==> src/design/stx_pkg.sv <==
// ----------------------------------------------------------------------------
// stx_pkg
// Shared types, phase codes, keyword table and character helpers for the
// SQL target table extractor.
// ----------------------------------------------------------------------------
`default_nettype none

package stx_pkg;

    localparam int MAX_NAME_LEN = 255;
    localparam int NC_W         = $clog2(MAX_NAME_LEN + 1);
    localparam logic [NC_W-1:0] NC_MAX = NC_W'(MAX_NAME_LEN);

    localparam int PEND_DEPTH = 5;
    localparam int PC_W       = $clog2(PEND_DEPTH + 1);
    localparam int WIN_DEPTH  = 5;
    localparam int RIDX_W     = 3;

    localparam int QUEUE_DEPTH = 4;
    localparam int QA_W        = $clog2(QUEUE_DEPTH);
    localparam int QC_W        = $clog2(QUEUE_DEPTH + 1);

    localparam int PH_W = 5;
    localparam logic [PH_W-1:0] PH_LEAD       = 5'd0;
    localparam logic [PH_W-1:0] PH_K_SELECT   = 5'd1;
    localparam logic [PH_W-1:0] PH_K_INSERT   = 5'd2;
    localparam logic [PH_W-1:0] PH_K_UPDATE   = 5'd3;
    localparam logic [PH_W-1:0] PH_K_DELETE   = 5'd4;
    localparam logic [PH_W-1:0] PH_K_DROP     = 5'd5;
    localparam logic [PH_W-1:0] PH_K_TRUNCATE = 5'd6;
    localparam logic [PH_W-1:0] PH_K_RECLAIM  = 5'd7;
    localparam logic [PH_W-1:0] PH_SCAN       = 5'd8;
    localparam logic [PH_W-1:0] PH_OPT_INTO   = 5'd9;
    localparam logic [PH_W-1:0] PH_OPT_FROM   = 5'd10;
    localparam logic [PH_W-1:0] PH_REQ_TABLE  = 5'd11;
    localparam logic [PH_W-1:0] PH_OPT_IF     = 5'd12;
    localparam logic [PH_W-1:0] PH_OPT_EXISTS = 5'd13;
    localparam logic [PH_W-1:0] PH_OPT_TABLE  = 5'd14;
    localparam logic [PH_W-1:0] PH_NAME_START = 5'd15;
    localparam logic [PH_W-1:0] PH_NAME       = 5'd16;
    localparam logic [PH_W-1:0] PH_DONE       = 5'd17;

    localparam logic [1:0] WK_NONE = 2'd0;
    localparam logic [1:0] WK_KEY  = 2'd1;
    localparam logic [1:0] WK_OPT  = 2'd2;
    localparam logic [1:0] WK_REQ  = 2'd3;

    localparam logic [7:0] CH_NUL    = 8'h00;
    localparam logic [7:0] CH_SPACE  = 8'h20;
    localparam logic [7:0] CH_DQUOTE = 8'h22;
    localparam logic [7:0] CH_LPAREN = 8'h28;
    localparam logic [7:0] CH_COMMA  = 8'h2C;
    localparam logic [7:0] CH_SEMI   = 8'h3B;

    localparam logic RK_NAME    = 1'b0;
    localparam logic RK_VERDICT = 1'b1;

    typedef struct packed {
        logic [63:0]     text;
        logic [3:0]      len;
        logic [PH_W-1:0] next;
        logic [1:0]      kind;
    } word_info_t;

    typedef struct packed {
        logic [PEND_DEPTH-1:0][7:0] rep_bytes;
        logic [PC_W-1:0]            rep_n;
        logic                       cur_emit;
        logic [7:0]                 cur_byte;
        logic                       verdict;
        logic                       found;
    } job_t;

    typedef struct packed {
        logic full;
        logic empty;
    } q_status_t;

    typedef struct packed {
        logic       kind;
        logic [7:0] name_byte;
        logic       found;
        logic       last;
    } result_t;

    function automatic word_info_t word_info(input logic [PH_W-1:0] ph);
        word_info_t w;
        w = '0;
        unique case (ph)
            PH_K_SELECT:   w = '{{"SELECT", 16'h0}, 4'd6, PH_SCAN, WK_KEY};
            PH_K_INSERT:   w = '{{"INSERT", 16'h0}, 4'd6, PH_OPT_INTO, WK_KEY};
            PH_K_UPDATE:   w = '{{"UPDATE", 16'h0}, 4'd6, PH_NAME_START, WK_KEY};
            PH_K_DELETE:   w = '{{"DELETE", 16'h0}, 4'd6, PH_OPT_FROM, WK_KEY};
            PH_K_DROP:     w = '{{"DROP", 32'h0}, 4'd4, PH_REQ_TABLE, WK_KEY};
            PH_K_TRUNCATE: w = '{"TRUNCATE", 4'd8, PH_OPT_TABLE, WK_KEY};
            PH_K_RECLAIM:  w = '{{"RECLAIM", 8'h0}, 4'd7, PH_OPT_TABLE, WK_KEY};
            PH_OPT_INTO:   w = '{{"INTO", 32'h0}, 4'd4, PH_NAME_START, WK_OPT};
            PH_OPT_FROM:   w = '{{"FROM", 32'h0}, 4'd4, PH_NAME_START, WK_OPT};
            PH_REQ_TABLE:  w = '{{"TABLE", 24'h0}, 4'd5, PH_OPT_IF, WK_REQ};
            PH_OPT_IF:     w = '{{"IF", 48'h0}, 4'd2, PH_OPT_EXISTS, WK_OPT};
            PH_OPT_EXISTS: w = '{{"EXISTS", 16'h0}, 4'd6, PH_NAME_START, WK_OPT};
            PH_OPT_TABLE:  w = '{{"TABLE", 24'h0}, 4'd5, PH_NAME_START, WK_OPT};
            default:       w = '{64'h0, 4'd0, PH_LEAD, WK_NONE};
        endcase
        return w;
    endfunction

    function automatic logic is_ws(input logic [7:0] c);
        return (c == CH_SPACE) || (c >= 8'd9 && c <= 8'd13);
    endfunction

    function automatic logic is_term(input logic [7:0] c);
        return is_ws(c) || (c == CH_LPAREN) || (c == CH_SEMI) || (c == CH_COMMA);
    endfunction

    function automatic logic [7:0] upcase(input logic [7:0] c);
        return (c >= "a" && c <= "z") ? c - 8'd32 : c;
    endfunction

    function automatic logic [PC_W-1:0] replay_len(input logic [PC_W-1:0] pc);
        return (32'(pc) > MAX_NAME_LEN) ? PC_W'(MAX_NAME_LEN) : pc;
    endfunction

endpackage

`default_nettype wire

==> src/design/stx_front.sv <==
// ----------------------------------------------------------------------------
// stx_front
// Statement parser: takes one byte per item, tracks the keyword phase and
// builds one output job per item that gives results.
// ----------------------------------------------------------------------------
`default_nettype none

module stx_front
    import stx_pkg::*;
(
    input  wire logic       aclk,
    input  wire logic       aresetn,
    input  wire logic       in_valid,
    output logic            in_ready,
    input  wire logic [7:0] in_byte,
    input  wire logic       in_last,
    input  wire q_status_t  q_status,
    output logic            push,
    output job_t            job
);

    logic [PH_W-1:0]                 phase_reg, phase_next;
    logic [2:0]                      kpos_reg, kpos_next;
    logic [WIN_DEPTH-1:0][7:0]       win_reg, win_next;
    logic [PEND_DEPTH-1:0][7:0]      pend_reg, pend_next;
    logic [PC_W-1:0]                 pcnt_reg, pcnt_next;
    logic [NC_W-1:0]                 ncnt_reg, ncnt_next;
    logic                            quoted_reg, quoted_next;

    word_info_t      wi;
    logic [63:0]     text_sh;
    logic [7:0]      kw_char;
    logic [7:0]      uc;
    logic [PC_W-1:0] rep_cnt;
    logic            do_start, do_bare, do_emit;
    logic            cur_emit, verdict, found;
    logic            accept;

    assign in_ready = !q_status.full;
    assign accept   = in_valid && in_ready;

    assign uc      = upcase(in_byte);
    assign wi      = word_info(phase_reg);
    assign text_sh = wi.text << {kpos_reg, 3'b000};
    assign kw_char = text_sh[63:56];

    always_comb begin
        phase_next  = phase_reg;
        kpos_next   = kpos_reg;
        pend_next   = pend_reg;
        pcnt_next   = pcnt_reg;
        ncnt_next   = ncnt_reg;
        quoted_next = quoted_reg;
        win_next    = {in_byte, win_reg[WIN_DEPTH-1:1]};
        do_start    = 1'b0;
        do_bare     = 1'b0;
        do_emit     = 1'b0;
        rep_cnt     = '0;
        cur_emit    = 1'b0;
        verdict     = 1'b0;
        found       = 1'b0;

        if (in_byte == CH_NUL) begin
            if (pcnt_reg != '0) begin
                rep_cnt     = replay_len(pcnt_reg);
                ncnt_next   = NC_W'(rep_cnt);
                pcnt_next   = '0;
                kpos_next   = '0;
                quoted_next = 1'b0;
            end
            phase_next = PH_DONE;
        end else if (phase_reg != PH_DONE) begin
            unique case (phase_reg)
                PH_LEAD: begin
                    if (!is_ws(in_byte)) begin
                        kpos_next = 3'd1;
                        unique case (uc)
                            "S":     phase_next = PH_K_SELECT;
                            "I":     phase_next = PH_K_INSERT;
                            "U":     phase_next = PH_K_UPDATE;
                            "D":     phase_next = PH_K_DELETE;
                            "T":     phase_next = PH_K_TRUNCATE;
                            "R":     phase_next = PH_K_RECLAIM;
                            default: begin
                                phase_next = PH_DONE;
                                kpos_next  = '0;
                            end
                        endcase
                    end
                end
                PH_SCAN: begin
                    if (is_ws(in_byte) && is_ws(win_reg[0]) &&
                        upcase(win_reg[1]) == "F" && upcase(win_reg[2]) == "R" &&
                        upcase(win_reg[3]) == "O" && upcase(win_reg[4]) == "M") begin
                        phase_next = PH_NAME_START;
                    end
                end
                PH_NAME_START: begin
                    do_start = 1'b1;
                end
                PH_NAME: begin
                    if (quoted_reg) begin
                        if (in_byte == CH_DQUOTE) begin
                            phase_next = PH_DONE;
                        end else begin
                            do_emit = 1'b1;
                        end
                    end else begin
                        do_bare = 1'b1;
                    end
                end
                default: begin
                    if (phase_reg == PH_K_DELETE && kpos_reg == 3'd1 && uc == "R") begin
                        phase_next = PH_K_DROP;
                        kpos_next  = 3'd2;
                    end else if (wi.kind != WK_KEY && kpos_reg == '0 && is_ws(in_byte)) begin
                        phase_next = phase_reg;
                    end else if ({1'b0, kpos_reg} < wi.len && uc == kw_char) begin
                        if (wi.kind == WK_OPT && 32'(kpos_reg) < PEND_DEPTH) begin
                            pend_next[kpos_reg] = in_byte;
                            pcnt_next           = PC_W'(kpos_reg + 3'd1);
                        end
                        if ({1'b0, kpos_reg} + 4'd1 >= wi.len) begin
                            phase_next = wi.next;
                            kpos_next  = '0;
                            pcnt_next  = '0;
                        end else begin
                            kpos_next = kpos_reg + 3'd1;
                        end
                    end else if (wi.kind != WK_OPT) begin
                        phase_next = PH_DONE;
                    end else if (pcnt_reg != '0) begin
                        rep_cnt     = replay_len(pcnt_reg);
                        ncnt_next   = NC_W'(rep_cnt);
                        pcnt_next   = '0;
                        kpos_next   = '0;
                        quoted_next = 1'b0;
                        if (32'(rep_cnt) >= MAX_NAME_LEN) begin
                            phase_next = PH_DONE;
                        end else begin
                            phase_next = PH_NAME;
                            do_bare    = 1'b1;
                        end
                    end else begin
                        kpos_next  = '0;
                        phase_next = PH_NAME_START;
                        do_start   = 1'b1;
                    end
                end
            endcase
        end

        if (do_start && !is_ws(in_byte)) begin
            phase_next = PH_NAME;
            if (in_byte == CH_DQUOTE) begin
                quoted_next = 1'b1;
            end else begin
                quoted_next = 1'b0;
                do_bare     = 1'b1;
            end
        end

        if (do_bare) begin
            if (is_term(in_byte)) begin
                phase_next = PH_DONE;
            end else begin
                do_emit = 1'b1;
            end
        end

        if (do_emit) begin
            if (ncnt_next < NC_MAX) begin
                cur_emit  = 1'b1;
                ncnt_next = ncnt_next + 1'b1;
            end
            if (ncnt_next >= NC_MAX) begin
                phase_next = PH_DONE;
            end
        end

        if (in_last) begin
            if (pcnt_next != '0) begin
                rep_cnt   = replay_len(pcnt_next);
                ncnt_next = NC_W'(rep_cnt);
            end
            verdict     = 1'b1;
            found       = (ncnt_next != '0);
            phase_next  = PH_LEAD;
            kpos_next   = '0;
            win_next    = '0;
            pcnt_next   = '0;
            ncnt_next   = '0;
            quoted_next = 1'b0;
        end
    end

    assign job.rep_bytes = pend_next;
    assign job.rep_n     = rep_cnt;
    assign job.cur_emit  = cur_emit;
    assign job.cur_byte  = in_byte;
    assign job.verdict   = verdict;
    assign job.found     = found;

    assign push = accept && ((rep_cnt != '0) || cur_emit || verdict);

    always_ff @(posedge aclk) begin
        if (!aresetn) begin
            phase_reg  <= PH_LEAD;
            kpos_reg   <= '0;
            win_reg    <= '0;
            pcnt_reg   <= '0;
            ncnt_reg   <= '0;
            quoted_reg <= 1'b0;
        end else if (accept) begin
            phase_reg  <= phase_next;
            kpos_reg   <= kpos_next;
            win_reg    <= win_next;
            pcnt_reg   <= pcnt_next;
            ncnt_reg   <= ncnt_next;
            quoted_reg <= quoted_next;
        end
    end

    always_ff @(posedge aclk) begin
        if (accept) begin
            pend_reg <= pend_next;
        end
    end

endmodule

`default_nettype wire

==> src/design/stx_queue.sv <==
// ----------------------------------------------------------------------------
// stx_queue
// Short job queue between the parser and the result serialiser.
// ----------------------------------------------------------------------------
`default_nettype none

module stx_queue
    import stx_pkg::*;
(
    input  wire logic  aclk,
    input  wire logic  aresetn,
    input  wire logic  push,
    input  wire job_t  job_in,
    input  wire logic  pop,
    output job_t       job_out,
    output q_status_t  status
);

    job_t            entry_reg [QUEUE_DEPTH];
    logic [QA_W-1:0] wr_ptr_reg, wr_ptr_next;
    logic [QA_W-1:0] rd_ptr_reg, rd_ptr_next;
    logic [QC_W-1:0] count_reg, count_next;

    assign status.full  = (count_reg == QC_W'(QUEUE_DEPTH));
    assign status.empty = (count_reg == '0);
    assign job_out      = entry_reg[rd_ptr_reg];

    always_comb begin
        wr_ptr_next = push ? wr_ptr_reg + 1'b1 : wr_ptr_reg;
        rd_ptr_next = pop  ? rd_ptr_reg + 1'b1 : rd_ptr_reg;
        unique case ({push, pop})
            2'b10:   count_next = count_reg + 1'b1;
            2'b01:   count_next = count_reg - 1'b1;
            default: count_next = count_reg;
        endcase
    end

    always_ff @(posedge aclk) begin
        if (!aresetn) begin
            wr_ptr_reg <= '0;
            rd_ptr_reg <= '0;
            count_reg  <= '0;
        end else begin
            wr_ptr_reg <= wr_ptr_next;
            rd_ptr_reg <= rd_ptr_next;
            count_reg  <= count_next;
        end
    end

    always_ff @(posedge aclk) begin
        if (push) begin
            entry_reg[wr_ptr_reg] <= job_in;
        end
    end

endmodule

`default_nettype wire

==> src/design/stx_back.sv <==
// ----------------------------------------------------------------------------
// stx_back
// Result serialiser: walks each job and, while the receiver is not stalling,
// gives one result per cycle into an output register.
// ----------------------------------------------------------------------------
`default_nettype none

module stx_back
    import stx_pkg::*;
(
    input  wire logic  aclk,
    input  wire logic  aresetn,
    input  wire logic  q_empty,
    input  wire job_t  job_in,
    output logic       pop,
    output logic       out_valid,
    input  wire logic  out_ready,
    output result_t    out_res
);

    job_t              job_reg;
    logic              job_valid_reg, job_valid_next;
    logic [RIDX_W-1:0] idx_reg, idx_next;
    logic              m_valid_reg, m_valid_next;
    result_t           res_reg;
    result_t           res_cur;
    logic [RIDX_W-1:0] last_idx;
    logic              out_load;
    logic              job_done;

    assign last_idx = RIDX_W'(RIDX_W'(job_reg.rep_n) + RIDX_W'(job_reg.cur_emit)
                              + RIDX_W'(job_reg.verdict) - 3'd1);

    always_comb begin
        res_cur      = '0;
        res_cur.last = (idx_reg == last_idx);
        if (idx_reg < RIDX_W'(job_reg.rep_n)) begin
            res_cur.kind      = RK_NAME;
            res_cur.name_byte = job_reg.rep_bytes[idx_reg];
        end else if (idx_reg == RIDX_W'(job_reg.rep_n) && job_reg.cur_emit) begin
            res_cur.kind      = RK_NAME;
            res_cur.name_byte = job_reg.cur_byte;
        end else begin
            res_cur.kind  = RK_VERDICT;
            res_cur.found = job_reg.found;
        end
    end

    assign out_load = job_valid_reg && (!m_valid_reg || out_ready);
    assign job_done = out_load && res_cur.last;
    assign pop      = !q_empty && (!job_valid_reg || job_done);

    always_comb begin
        job_valid_next = job_valid_reg;
        idx_next       = idx_reg;
        m_valid_next   = m_valid_reg;
        if (out_ready) begin
            m_valid_next = 1'b0;
        end
        if (out_load) begin
            m_valid_next = 1'b1;
            idx_next     = idx_reg + 1'b1;
        end
        if (job_done) begin
            job_valid_next = 1'b0;
        end
        if (pop) begin
            job_valid_next = 1'b1;
            idx_next       = '0;
        end
    end

    always_ff @(posedge aclk) begin
        if (!aresetn) begin
            job_valid_reg <= 1'b0;
            idx_reg       <= '0;
            m_valid_reg   <= 1'b0;
        end else begin
            job_valid_reg <= job_valid_next;
            idx_reg       <= idx_next;
            m_valid_reg   <= m_valid_next;
        end
    end

    always_ff @(posedge aclk) begin
        if (pop) begin
            job_reg <= job_in;
        end
        if (out_load) begin
            res_reg <= res_cur;
        end
    end

    assign out_valid = m_valid_reg;
    assign out_res   = res_reg;

endmodule

`default_nettype wire

==> src/design/sql_target_table_extractor.sv <==
// ----------------------------------------------------------------------------
// sql_target_table_extractor
// Streams the target table name out of an SQL statement, one byte per item.
//
// Input channel (s_): one statement byte per item in s_tdata, s_tlast on the
// statement's last byte. Result channel (m_): m_tuser low gives a name byte
// in m_tdata[7:0]; m_tuser high gives the verdict with found in m_tdata[8].
// m_tlast marks the last result caused by one input item.
// The parser takes one byte per cycle while the queue is not full and writes a
// job into a four-entry queue whenever a byte gives results; the serialiser
// drains one result per cycle through an output register while the receiver is ready.
// Results pass through the queue, the job register and the output register.
// Throughput: one item per cycle while items give at most one result each and
// the receiver is ready; an item giving n results holds the result channel until
// all n are taken, and the input side runs until the queue holds four pending jobs.
// Reset (aresetn low, synchronous) returns the parser to the start of a
// statement and empties the queue and the output register.
// A stalled receiver holds the current result stable; s_tready falls only
// when the queue is full.
// ----------------------------------------------------------------------------
`default_nettype none

module sql_target_table_extractor
    import stx_pkg::*;
(
    input  wire logic        aclk,
    input  wire logic        aresetn,
    input  wire logic        s_tvalid,
    output logic             s_tready,
    input  wire logic [7:0]  s_tdata,   // [7:0] stmt_byte
    input  wire logic        s_tlast,   // end_of_stmt
    output logic             m_tvalid,
    input  wire logic        m_tready,
    output logic [15:0]      m_tdata,   // [7:0] name_byte, [8] found, [15:9] zero
    output logic             m_tuser,   // result_kind
    output logic             m_tlast    // last_of_run
);

    q_status_t q_status;
    job_t      job_push;
    job_t      job_head;
    logic      push;
    logic      pop;
    result_t   res;

    stx_front u_front (
        .aclk     (aclk),
        .aresetn  (aresetn),
        .in_valid (s_tvalid),
        .in_ready (s_tready),
        .in_byte  (s_tdata),
        .in_last  (s_tlast),
        .q_status (q_status),
        .push     (push),
        .job      (job_push)
    );

    stx_queue u_queue (
        .aclk    (aclk),
        .aresetn (aresetn),
        .push    (push),
        .job_in  (job_push),
        .pop     (pop),
        .job_out (job_head),
        .status  (q_status)
    );

    stx_back u_back (
        .aclk      (aclk),
        .aresetn   (aresetn),
        .q_empty   (q_status.empty),
        .job_in    (job_head),
        .pop       (pop),
        .out_valid (m_tvalid),
        .out_ready (m_tready),
        .out_res   (res)
    );

    assign m_tdata = {7'b0, res.found, res.name_byte};
    assign m_tuser = res.kind;
    assign m_tlast = res.last;

endmodule

`default_nettype wire

==> config.mk <==
export PLATFORM = sky130hd
export DESIGN_NAME = sql_target_table_extractor
export DESIGN_NICKNAME = d
export VERILOG_FILES = /design/src/design/stx_pkg.sv /design/src/design/stx_front.sv /design/src/design/stx_queue.sv /design/src/design/stx_back.sv /design/src/design/sql_target_table_extractor.sv
export SDC_FILE = /design/constraint.sdc
export NUM_CORES = 1
export LEC_CHECK = 0
export BUFFER_PORTS_ARGS = -buffer_cell sky130_fd_sc_hd__clkbuf_2
export CAP_MARGIN = 5
export CORE_MARGIN = 2
export CORE_UTILIZATION = 45
export CTS_CLUSTER_SIZE = 20
export DETAILED_ROUTE_END_ITERATION = 12
export PLACE_DENSITY = 0.69
export SLEW_MARGIN = 20
export SYNTH_ARGS = -nofsm -noshare
export SYNTH_HDL_FRONTEND = slang
export SYNTH_SLANG_ARGS = --single-unit
==> constraint.sdc <==
create_clock -name aclk -period 19.3 [get_ports aclk]
set_input_delay 0.965 -clock aclk [delete_from_list [all_inputs] [get_ports aclk]]
set_output_delay 0.965 -clock aclk [all_outputs]
set_load 0.005 [all_outputs]
Word level (Yosys, flattened, before mapping)

Memories as Yosys holds them, arrays and structs flattened. A register that Yosys moved wholly into a read port is not among the register bits.
Cells that the tools add are included.

Register bits: 123
Bits in writable memories: 216
Bits in read-only memories: 848
Input port bits: 13
Output and inout bits: 20
Word-level logic and storage cells: 310
Memories kept: 2

Add/sub/neg operators: 16
$lt $le $gt $ge: 23
Eq/ne operators: 41
Shift-type cells: 1
Mux-type cells: 139
Bitwise gates (word level): 1
Reductions and logical operators: 62

Memories:

| memory            | words | width | rd ports | clocked after memory_dff | wr ports | line            | text |
|---|---|---|---|---|---|---|---|
| (no name shown)   | 16    | 53    | 1        | 1                        | 0        | stx_pkg.sv:89   | `unique case (ph)` |
| u_queue.entry_reg | 4     | 54    | 1        | 1                        | 1        | stx_queue.sv:19 | `job_t entry_reg [QUEUE_DEPTH];` |

Operator list:

| operator                                                                             | number |
|---|---|
| 40-bit 2-to-1 mux                                                                    | 8 |
| 8-bit 2-to-1 mux                                                                     | 23 |
| 3-bit 2-to-1 mux                                                                     | 31 |
| 5-bit 2-to-1 mux                                                                     | 18 |
| 8-bit by 7-bit == test with 1-bit output (second input constant)                     | 10 |
| 75-bit 2-to-1 mux                                                                    | 1 |
| 64-bit by 6-bit << shifter with 64-bit output                                        | 1 |
| 8-bit by 6-bit == test with 1-bit output (second input constant)                     | 6 |
| 1-bit 2-to-1 mux                                                                     | 47 |
| 40-bit bitwise mux                                                                   | 1 |
| 8-bit by 7-bit greater-or-equal comparator with 1-bit output (second input constant) | 5 |
| 8-bit by 7-bit <= comparator with 1-bit output (second input constant)               | 5 |
| 8-bit by 6-bit subtractor with 8-bit output (second input constant)                  | 5 |
| 5-bit one-hot mux with 6 select lines                                                | 1 |
| 1-bit logical AND                                                                    | 26 |
| 8-bit binary-select mux with 3-bit select                                            | 1 |
| 8-bit demux with 3-bit select                                                        | 1 |
| 4-bit by 3-bit != test with 1-bit output (second input constant)                     | 5 |
| 5-bit one-hot mux with 4 select lines                                                | 1 |
| 8-bit by 4-bit greater-or-equal comparator with 1-bit output (second input constant) | 2 |
| 8-bit by 4-bit <= comparator with 1-bit output (second input constant)               | 2 |
| 7-bit AND reduction                                                                  | 2 |
| 3-bit one-hot mux with 2 select lines                                                | 2 |
| 3-bit nonzero test                                                                   | 4 |
| other kinds (46)                                                                     | 75 |

Depth between registers and ports, before layout

Gate-level depths: netlist of the first run.

Word-level depth: 21
Mapped depth: 30
Mapped depth without buffers: 28

Cells and area by module

From an unflattened synthesis of the first run, not the netlist that was laid out.

Cells, all modules: 1464
Area total of the unflattened synthesis: 19486.2 um^2

By module, submodules not included:

| module                     | instances | cells each | area an instance (um^2) | seq. area each (um^2) |
|---|---|---|---|---|
| stx_front                  | 1         | 965        | 8348.0                  | 3263.1 |
| stx_queue                  | 1         | 328        | 8309.2                  | 6666.4 |
| stx_back                   | 1         | 163        | 2772.7                  | 2052.0 |
| sql_target_table_extractor | 1         | 8          | 56.3                    | 0.0 |

Worst setup path before layout of the first run

OpenSTA, ideal clock, no wires.

Path type: register to register
Start point: register, netlist name u_back.job_reg[11]
End point: register u_queue.count_reg[2]
Setup time: 0.070 ns
Arrival time: 6.196 ns
Required time: 19.230 ns
Slack: 13.034 ns
Cell stages (with the launch flop): 17
Buffers on the path: 0
Clock period less this slack: 6.266 ns
Path through: edfxtp_1 -> inv_1 -> ha_1 -> inv_1 -> ha_1 -> fa_1 -> xnor2_1 -> xnor2_1 -> nor3_1 -> nand2_1 -> a21oi_1 -> ha_1 -> inv_1 -> fa_1 -> xor2_1 -> or3_1 -> a21oi_1

RTL lines:

| item                   | line            | text |
|---|---|---|
| end signal: assignment | stx_queue.sv:46 | `count_reg <= count_next;` |
| end: declaration       | stx_queue.sv:22 | `logic [QC_W-1:0] count_reg, count_next;` |

==> impl_metrics.csv, run 1 <==
group,metric,value,unit
timing,hold_violations,0,
timing,max_freq,148,MHz
setup_path,worst_setup_path_start_kind,"flop",
cells_and_area,instances_no_fill,2050,
timing,final.setup.worst_slack,12.53,ns
die,die-area,44400,sq um
drt,dr.pass1.iters,5,
grt,grt_max_degree,86,
drt,ant_nets,0,
cts,cts-htree-levels,2,
timing,period_needed,6.77,ns
die,io_pins,33,
cells_and_area,finalNetCount,1527,
timing,fin_worst_skew,0.0130,ns
placed_design,numPortBuffers,25,
cts,ctsHoldBuffers,0,
yosys,synth.distinct_cells,94,
grt,grt_usage,19.9,%
grt,grt_pass1_vias,11900,
timing,period_share,35.1,%
cts,clk_pin_slew,0.07,ns
timing,worst_pin_slew,1.12,ns
yosys,synth_seq_cells,436,
yosys,synth_ff_type,"edfxtp_1",
timing,relSlewSlack,24.5,%
setup_path,critical_path_class,"reg2reg",
cells_and_area,largest_reg_flops,216,
cts,cts_buffer_depth,3,
drt,wl_per_cell,21.2,um
grt,antenna_found_initial,1,
timing,setup_tns,0,ns
cells_and_area,drive_gt1_share,15.8,%
drt,routed_via_density,5.83,
drt,vias,12000,
die,num_rows,75,
placed_design,place_area,19800,sq um
timing,hold_slack,0.492,ns
yosys,async_reset_ff_share,0,%
setup_path,cp_max_fo,19,
drt,wirelength,43.4,mm
cts,clkLatencyLatePin,0.57,ns
power_and_ir_drop,fin_total_pwr,2.45,mW
placed_design,placedCellCount,1969,
grt,gr-total-overflow,0,
die,core_area,42000,sq um
power_and_ir_drop,peakVddDrop,0.0655,mV
yosys,synth_edf_count,321,
cts,post_cts_buffers,0,
placed_design,dpl_worst_slack,12.13,ns
die,chipWidth,211,um
cts,cts_num_sinks,436,
power_and_ir_drop,cellLeakagePower,6.64,nW
placed_design,gp_congestion,0.914,
timing,slew_viol_final,0,
cts,cts_resized,0,
yosys,yosys_warnings,0,
power_and_ir_drop,powerDensity,115,nW/um^2
yosys,synth_area,19200,sq um
status,status,"complete, no violations",
cts,cts_tree,"yes",
cells_and_area,area_growth_syn_to_layout,10.6,%
setup_path,critical_path_arrival,7.24,ns
setup_path,cp-end-kind,"flop",
yosys,seq_area_frac_synth,62.1,%
cts,root_buffer,"clkbuf_16",
timing,setup_violations,0,
die,die_h,211,um
worst_hold_path,min_path_type,"reg2reg",
timing,rsz0062_at_grt,"no",
grt,grt_pass1_wl,68.4,mm
cells_and_area,fin_area,21300,sq um
drt,detail_route.drc_violations,0,
cells_and_area,n_antenna_cell,0,
yosys,avgSynthCellArea,13.1,sq um
cells_and_area,utilization,50.6,%
job,maxCapViolCount,0,
setup_path,critPathRequiredTime,19.77,ns
drt,drt_iter0_markers,1035,
placed_design,hpwl,27.2,mm
die,initial_utilization,45.7,%
cts,cts_inserted_buffers,44,
yosys,syn_inst,1466,
critical path: stages (launching register included):
cell and delay (ns):
dfxtp_1 0.61, buf_4 0.34, mux2_1 0.35, a22oi_1 0.20, o221ai_1 0.24, and4_1 0.31
o21ai_2 0.65, a31oi_1 0.23, nor2_1 0.27, inv_1 0.07, ha_1 0.26, nand2_1 0.09
nor2_1 0.06, nand3_1 0.10, nor2_1 0.04, o21ai_0 0.20, nor4b_1 0.38, xor2_1 0.18
a31oi_1 0.20, nor3_2 0.43, inv_1 0.17, ha_1 0.53, mux2_1 0.38, nand2_1 0.07
o21ai_0 0.10, a21o_1 0.20
where the power goes:
part           switching, mW  internal (mW)  total (mW)  leakage, nW
logic                  0.287          0.157       0.444         2.82
clock network          0.364          0.488       0.852        0.713
registers             0.0487           1.10        1.15         3.11
cell usage after synthesis, drive strengths merged (6+ instances only):
cell type  number  area, sq um
a21o           12         90.1
a21oi          72          360
a22oi          23          173
a31oi          19          131
and2           24          150
and3           33          206
buf            39          228
clkbuf         47          176
dfxtp         115         2300
edfxtp        321         9640
ha             36          450
inv            48          180
mux2           22          248
mux2i          12          120
mux4           66         1490
nand2         107          407
nand2b         10         62.6
nand3          23          115
nand4           6         37.5
nor2          142          541
nor2b           6         37.5
nor3           34          185
nor3b           9         72.6
nor4           11         98.8
o211ai          9         72.6
o21ai          86          434
or3             6         37.5
xnor2          15          131
xor2            9         78.8
final cells by class:
| cell class | instances | area (sq um) |
|---|---|---|
| inverter | 51 | 191 |
| fill | 3573 | 20800 |
| timing repair buffer | 44 | 268 |
| clock inverter | 31 | 297 |
| tap | 539 | 674 |
| sequential | 436 | 11900 |
| multi-input combinational | 899 | 6720 |
| clock buffer | 50 | 1150 |
logic make-up (layout without fill, tap and decap cells):
logic type	after synthesis	after routing	synth area share, %
AOI/OAI and AO/OA	293	293	10.1
xor gates and xnor gates	24	24	1.09
adders and majority gates	38	38	2.55
buffers and inverters	137	176	3.10
DFF	436	436	62.1
muxes	100	100	9.65
other	1	7	0.0195
and+or+nand+nor	437	437	11.4
layer usage:
layer  vias up  routed length [um]  global-route usage [%]
li1       5568                   -                       -
met1      5984               19300                    27.9
met2       329               20500                    31.9
met3        69                2690                    3.54
met4         2                 939                    5.63
met5         -                  10                       0
cells in the final DEF, fill, tap and decap left out, types with 33 or more instances in the layout:
cell type    n
and3_1      33
a21oi_1     71
inv_1       47
dfxtp_1    113
nor2_1     139
clkbuf_16   45
ha_1        36
o21ai_0     80
edfxtp_1   321
nand2_1    104
mux4_2      66
path summary, 6_finish.rpt:
check / from / endpoint / slack [ns] / cells past startpoint
hold / removal: u_front.win_reg[4] / u_front.win_reg[4] / 0.49 / 2
hold reg to reg: u_front.win_reg[4] / u_front.win_reg[4] / 0.49 / 2
setup reg to reg: u_front.kpos_reg[0] / flop / 12.53 / 25
setup / recovery: u_front.kpos_reg[0] / flop / 12.53 / 25
No activity file was read; power rests on OpenSTA's default activity.
==> run 2: changes to the inputs <==
--- a/config.mk
+++ b/config.mk
@@ -11,7 +11,7 @@
 export CORE_UTILIZATION = 45
 export CTS_CLUSTER_SIZE = 20
 export DETAILED_ROUTE_END_ITERATION = 12
-export PLACE_DENSITY = 0.69
+export PLACE_DENSITY = 0.72
 export SLEW_MARGIN = 20
 export SYNTH_ARGS = -nofsm -noshare
 export SYNTH_HDL_FRONTEND = slang
==> constraint.sdc (replaced) <==
create_clock -name aclk -period 5.74 [get_ports aclk]
set_input_delay 0.287 -clock aclk [delete_from_list [all_inputs] [get_ports aclk]]
set_output_delay 0.287 -clock aclk [all_outputs]
set_load 0.005 [all_outputs]
==> run 2 against run 1 <==
Routed wire length is 4.2% higher. Sequential share of layout area is 1.3 points lower. Clock skew is 0.010 ns higher. Cell count is 2.3% higher. Count of clock-buffer cells in the layout is 6 higher.
==> impl_metrics.csv, run 2 (synthesis results as in run 1) <==
group,metric,value,unit
drt,ant_nets,0,
setup_path,crit_buf_inv,5,
drt,maxUsedRoutingLayer,"met5",
placed_design,gp_congestion,0.969,
cells_and_area,nFillCells,3454,
timing,slew_viol_final,0,
cts,cts-htree-levels,2,
cts,cts_inserted_buffers,44,
timing,hold_violations,0,
cts,root_buffer,"clkbuf_16",
cts,cts_buffer_depth,3,
cts,cts_tree,"yes",
drt,dr_wl_met3,3.05,mm
status,status,"complete, no violations",
cells_and_area,finalNetCount,1574,
cts,cts_num_sinks,436,
drt,wl_met1,19.4,mm
placed_design,dpl_worst_slack,0.286,ns
die,die_h,211,um
power_and_ir_drop,powerDensity,386,nW/um^2
setup_path,cp_max_fo,17,
die,num_rows,75,
cells_and_area,n_antenna_cell,0,
cells_and_area,final_common_cell,"edfxtp_1",
placed_design,hpwl,29.4,mm
cells_and_area,seqCellArea,11900,sq um
drt,detail_route.drc_violations,0,
drt,vias,12400,
timing,setup_violations,0,
drt,wl_met2,21.5,mm
placed_design,numPortBuffers,25,
die,core_area,42000,sq um
cells_and_area,final_cell_mix,"321 x edfxtp_1, 138 x nor2_1, 111 x dfxtp_1",
cts,clk_pin_slew,0.06,ns
power_and_ir_drop,fin_total_pwr,8.40,mW
grt,grt_usage,20.7,%
setup_path,critical_path_arrival,5.79,ns
die,io_pins,33,
cells_and_area,largest_reg_flops,216,
grt,grt_pass1_vias,12200,
grt,grt_pass1_wl,71.0,mm
drt,wirelength,45.2,mm
power_and_ir_drop,cellLeakagePower,6.89,nW
setup_path,max_stage_delay,0.35,ns
setup_path,worst_setup_path_start_kind,"flop",
cells_and_area,drive_gt1_share,19.2,%
setup_path,cp_slowest_cell,"dfxtp_2",
timing,relSlewSlack,29.2,%
cts,clkLatencyLatePin,0.58,ns
drt,drt_iter0_markers,1104,
setup_path,cpLargestDelayFamily,"simple AND/OR/NAND/NOR gates",
cells_and_area,area_growth_syn_to_layout,13.2,%
setup_path,cp-end-kind,"flop",
timing,final.setup.worst_slack,0.418,ns
grt,antenna_found_initial,1,
timing,fin_worst_skew,0.0232,ns
cells_and_area,multi_input_area,6760,sq um
timing,period_share,92.7,%
drt,wl_per_cell,21.6,um
timing,max_freq,188,MHz
timing,period_needed,5.32,ns
power_and_ir_drop,peakVddDrop,0.313,mV
die,initial_utilization,45.7,%
die,chipWidth,211,um
grt,grt_max_degree,85,
setup_path,critical_path_class,"reg2reg",
die,die-area,44400,sq um
grt,gr-total-overflow,0,
timing,worst_pin_slew,1.05,ns
drt,dr.pass1.iters,5,
job,maxCapViolCount,0,
setup_path,critPathRequiredTime,6.21,ns
setup_path,worst_path_most_repeated_cell,"nor2_1",
drt,routed_via_density,5.90,
worst_hold_path,min_path_type,"in2reg",
run 2: cell types whose count changed in the layout (fill, tap and decap cells not counted), sizes merged:
cell         change
buf             +46
bufinv           +1
clkbuf           +6
clkinv          -11
clkinvlp         +5
dlygate4sd3      +1
inv              -1
run 2: worst paths after layout:
kind | cells past startpoint | startpoint | slack (ns) | end
worst max-delay path | 29 | u_front.kpos_reg[0] | 0.42 | flop
worst min-delay path | 3 | m_tready | 0.06 | u_back.out_valid
worst max register to register | 29 | u_front.kpos_reg[0] | 0.42 | flop
worst min register to register | 2 | u_front.quoted_reg | 0.49 | u_front.quoted_reg
run 2: area by class of cell:
cell class / instances / area share (%)
sequential: 436 / 54.9
multi-input combinational: 899 / 31.1
clock buffer: 56 / 5.50
tap: 539 / 3.10
timing repair buffer: 91 / 3.04
clock inverter: 25 / 1.46
inverter: 51 / 0.880
run 2: worst register-to-register path: cells and delay by family, from the launching register on:
family	cells	cell delay [ns]
DFF	1	0.35
and+or+nand+nor	13	2.07
buffers and inverters	5	0.77
adders and majority gates	3	0.69
AOI/OAI and AO/OA	8	1.32
run 2: routing by layer:
layer	track usage, %	vias to the layer above
li1	-	5667
met1	28.2	6185
met2	33.9	423
met3	3.79	86
met4	6.78	2
met5	0	-
run 2: timing repair:
| action | 4_1_cts | 5_1_grt |
|---|---|---|
| hold buffers | 1 | 0 |
| gates resized for setup | 0 | 12 |
| endpoints found under the hold margin | 2 | 0 |
| setup endpoints to repair | 0 | 85 |
| buffers inserted | 0 | 2 |
run 2: where the power goes:
| group | total [mW] | internal, mW | switching, mW |
|---|---|---|---|
| Clock | 2.95 | 1.72 | 1.23 |
| Sequential | 3.88 | 3.71 | 0.165 |
| Combinational | 1.57 | 0.569 | 1.00 |
| Total | 8.40 | 6.00 | 2.40 |
run 2: metrics by stage:
stage | area (sq um) | cells | util, % | hold slack (ns) | TNS [ns]
6_report | 21800 | 2097 | 51.7 | 0.0607 | 0
5_1_grt | 21800 | 2097 | 51.7 | 0.0633 | -0.0166
4_1_cts | 21700 | 2095 | 51.6 | 0.0417 | 0
3_5_place_dp | 20200 | 2013 | 48.0 | 0.481 | 0
3_3_place_gp | 20200 | 2013 | 48.0 | 0.459 | 0
2_1_floorplan | 19200 | 1472 | - | 0.386 | 0
==> run 3: changes to the inputs <==
==> constraint.sdc (replaced) <==
create_clock -name aclk -period 5.74 [get_ports aclk]
set_input_delay 0.861 -clock aclk [delete_from_list [all_inputs] [get_ports aclk]]
set_output_delay 0.861 -clock aclk [all_outputs]
set_load 0.005 [all_outputs]
==> run 3 against run 2 <==
First-iteration DRC count rose by 11%. Sequential share of layout area barely moved. Critical path depth fell by 2. Design area barely moved. Via count barely moved. Worst setup slack improved by 0.00052 ns. Combinational power barely moved. Flip-flop and latch count did not move. Register-to-register slack barely moved. Non-clock buffer count rose by 8. Largest power group unchanged.
==> impl_metrics.csv, run 3 (synthesis results as in run 1) <==
group,metric,value,unit
die,core_area,42000,sq um
cells_and_area,multi_input_area,6740,sq um
power_and_ir_drop,fin_total_pwr,8.36,mW
cts,clk_pin_slew,0.06,ns
drt,wl_met2,21.9,mm
cts,cts_buffer_depth,3,
drt,dr.pass1.iters,6,
cts,cts_inserted_buffers,44,
setup_path,critPathRequiredTime,6.19,ns
power_and_ir_drop,cellLeakagePower,6.93,nW
power_and_ir_drop,peakVddDrop,0.247,mV
placed_design,gp_congestion,0.930,
drt,wl_met1,19.7,mm
cts,cts_tree,"yes",
cells_and_area,seqCellArea,12000,sq um
placed_design,hpwl,29.5,mm
cells_and_area,n_antenna_cell,0,
drt,detail_route.drc_violations,0,
timing,setup_tns,0,ns
cts,root_buffer,"clkbuf_16",
setup_path,worst_setup_path_start_kind,"flop",
setup_path,critical_path_arrival,5.77,ns
cts,cts_num_sinks,436,
drt,routed_via_density,5.87,
placed_design,placedCellCount,2024,
drt,maxUsedRoutingLayer,"met5",
die,num_rows,75,
drt,ant_nets,0,
timing,worst_pin_slew,1.05,ns
setup_path,cp-end-kind,"flop",
setup_path,cp_max_fo,7,
die,initial_utilization,45.7,%
grt,grt_usage,20.6,%
timing,slew_viol_final,0,
timing,relSlewSlack,30.0,%
grt,gr-total-overflow,0,
placed_design,dpl_worst_slack,0.0514,ns
grt,grt_max_degree,83,
cells_and_area,nFillCells,3497,
timing,setup_violations,0,
status,status,"complete, no violations",
cells_and_area,utilization,51.8,%
timing,period_needed,5.32,ns
die,chipWidth,211,um
drt,drt_iter0_markers,1225,
timing,rsz0062_at_grt,"no",
cells_and_area,final_cell_mix,"321 x edfxtp_1, 138 x nor2_1, 111 x dfxtp_1",
die,io_pins,33,
timing,period_share,92.7,%
drt,vias,12400,
cells_and_area,largest_reg_flops,216,
grt,grt_pass1_wl,70.4,mm
job,maxCapViolCount,0,
timing,final.setup.worst_slack,0.419,ns
cells_and_area,final_common_cell,"edfxtp_1",
setup_path,critical_path_class,"reg2reg",
timing,hold_violations,0,
timing,fin_worst_skew,0.0202,ns
cts,clkLatencyLatePin,0.57,ns
grt,grt_pass1_vias,12300,
cells_and_area,area_growth_syn_to_layout,13.3,%
die,die_h,211,um
cells_and_area,drive_gt1_share,18.8,%
grt,antenna_found_initial,1,
worst_hold_path,min_path_type,"reg2reg",
drt,wirelength,45.4,mm
power_and_ir_drop,powerDensity,384,nW/um^2
drt,wl_per_cell,21.6,um
placed_design,numPortBuffers,25,
drt,dr_wl_met3,2.64,mm
die,die-area,44400,sq um
cells_and_area,instances_no_fill,2106,
cells_and_area,finalNetCount,1582,
cts,cts-htree-levels,2,
timing,max_freq,188,MHz
run 3: cell types whose count changed in the layout (fill, tap and decap cells not counted), sizes merged:
cell         change
clkinvlp         -6
clkbuf          +10
clkinv           -2
bufinv           -1
dlygate4sd3      -1
buf              +9
run 3: metrics by stage:
step           hold slack (ns)  instance area [sq um]
5_1_grt                  0.515                  21800
4_1_cts                  0.493                  21700
3_5_place_dp             0.479                  20300
6_report                 0.487                  21800
3_3_place_gp             0.457                  20300
2_1_floorplan            0.444                  19200
run 3: area by class of cell:
cell class / instances / share of cell area (%)
clock buffer: 66 / 5.72
timing repair buffer: 99 / 3.41
inverter: 51 / 0.879
clock inverter: 16 / 1.04
sequential: 436 / 54.9
multi-input combinational: 899 / 30.9
tap: 539 / 3.10
run 3: path summary, 6_finish.rpt:
path                            cells past startpoint           startpoint            endpoint  slack (ns)
worst max-delay path                               27  u_front.kpos_reg[0]                flop        0.42
worst min-delay path                                2   u_front.win_reg[4]  u_front.win_reg[4]        0.49
worst max register to register                     27  u_front.kpos_reg[0]                flop        0.42
worst min register to register                      2   u_front.win_reg[4]  u_front.win_reg[4]        0.49
run 3: power by group:
group          switching [mW]  internal [mW]
Sequential              0.172           3.71
Clock                    1.21           1.70
Combinational            1.00          0.575
Total                    2.38           5.98
run 3: timing repair:
action | CTS | global route
setup buffers | 0 | 0
gates resized for setup | 0 | 6
endpoints found under the setup margin | 0 | 36
hold buffers | 0 | 0
run 3: worst max-delay path, cell delays in order, from the launching register on:
cell	delay, ns
dfxtp_4	0.40
mux4_2	0.57
a22oi_2	0.26
xor2_1	0.18
o311ai_1	0.11
buf_4	0.16
nor3b_2	0.24
o21ai_2	0.13
a31oi_1	0.24
nor2_1	0.10
inv_1	0.08
ha_1	0.19
nand2_1	0.08
nor2_2	0.15
nand3_1	0.09
nor2_1	0.09
o21ai_0	0.13
buf_4	0.17
nor2_1	0.16
mux2i_1	0.21
a31oi_1	0.15
nor3_2	0.22
inv_1	0.12
ha_1	0.34
mux2_1	0.30
nand2_1	0.06
o21ai_0	0.08
a21o_1	0.19
run 3: per-layer routing:
layer	vias to the layer above	global-route usage, %
li1	5669	-
met1	6156	28.3
met2	444	33.7
met3	95	3.45
met4	2	6.27
met5	-	0
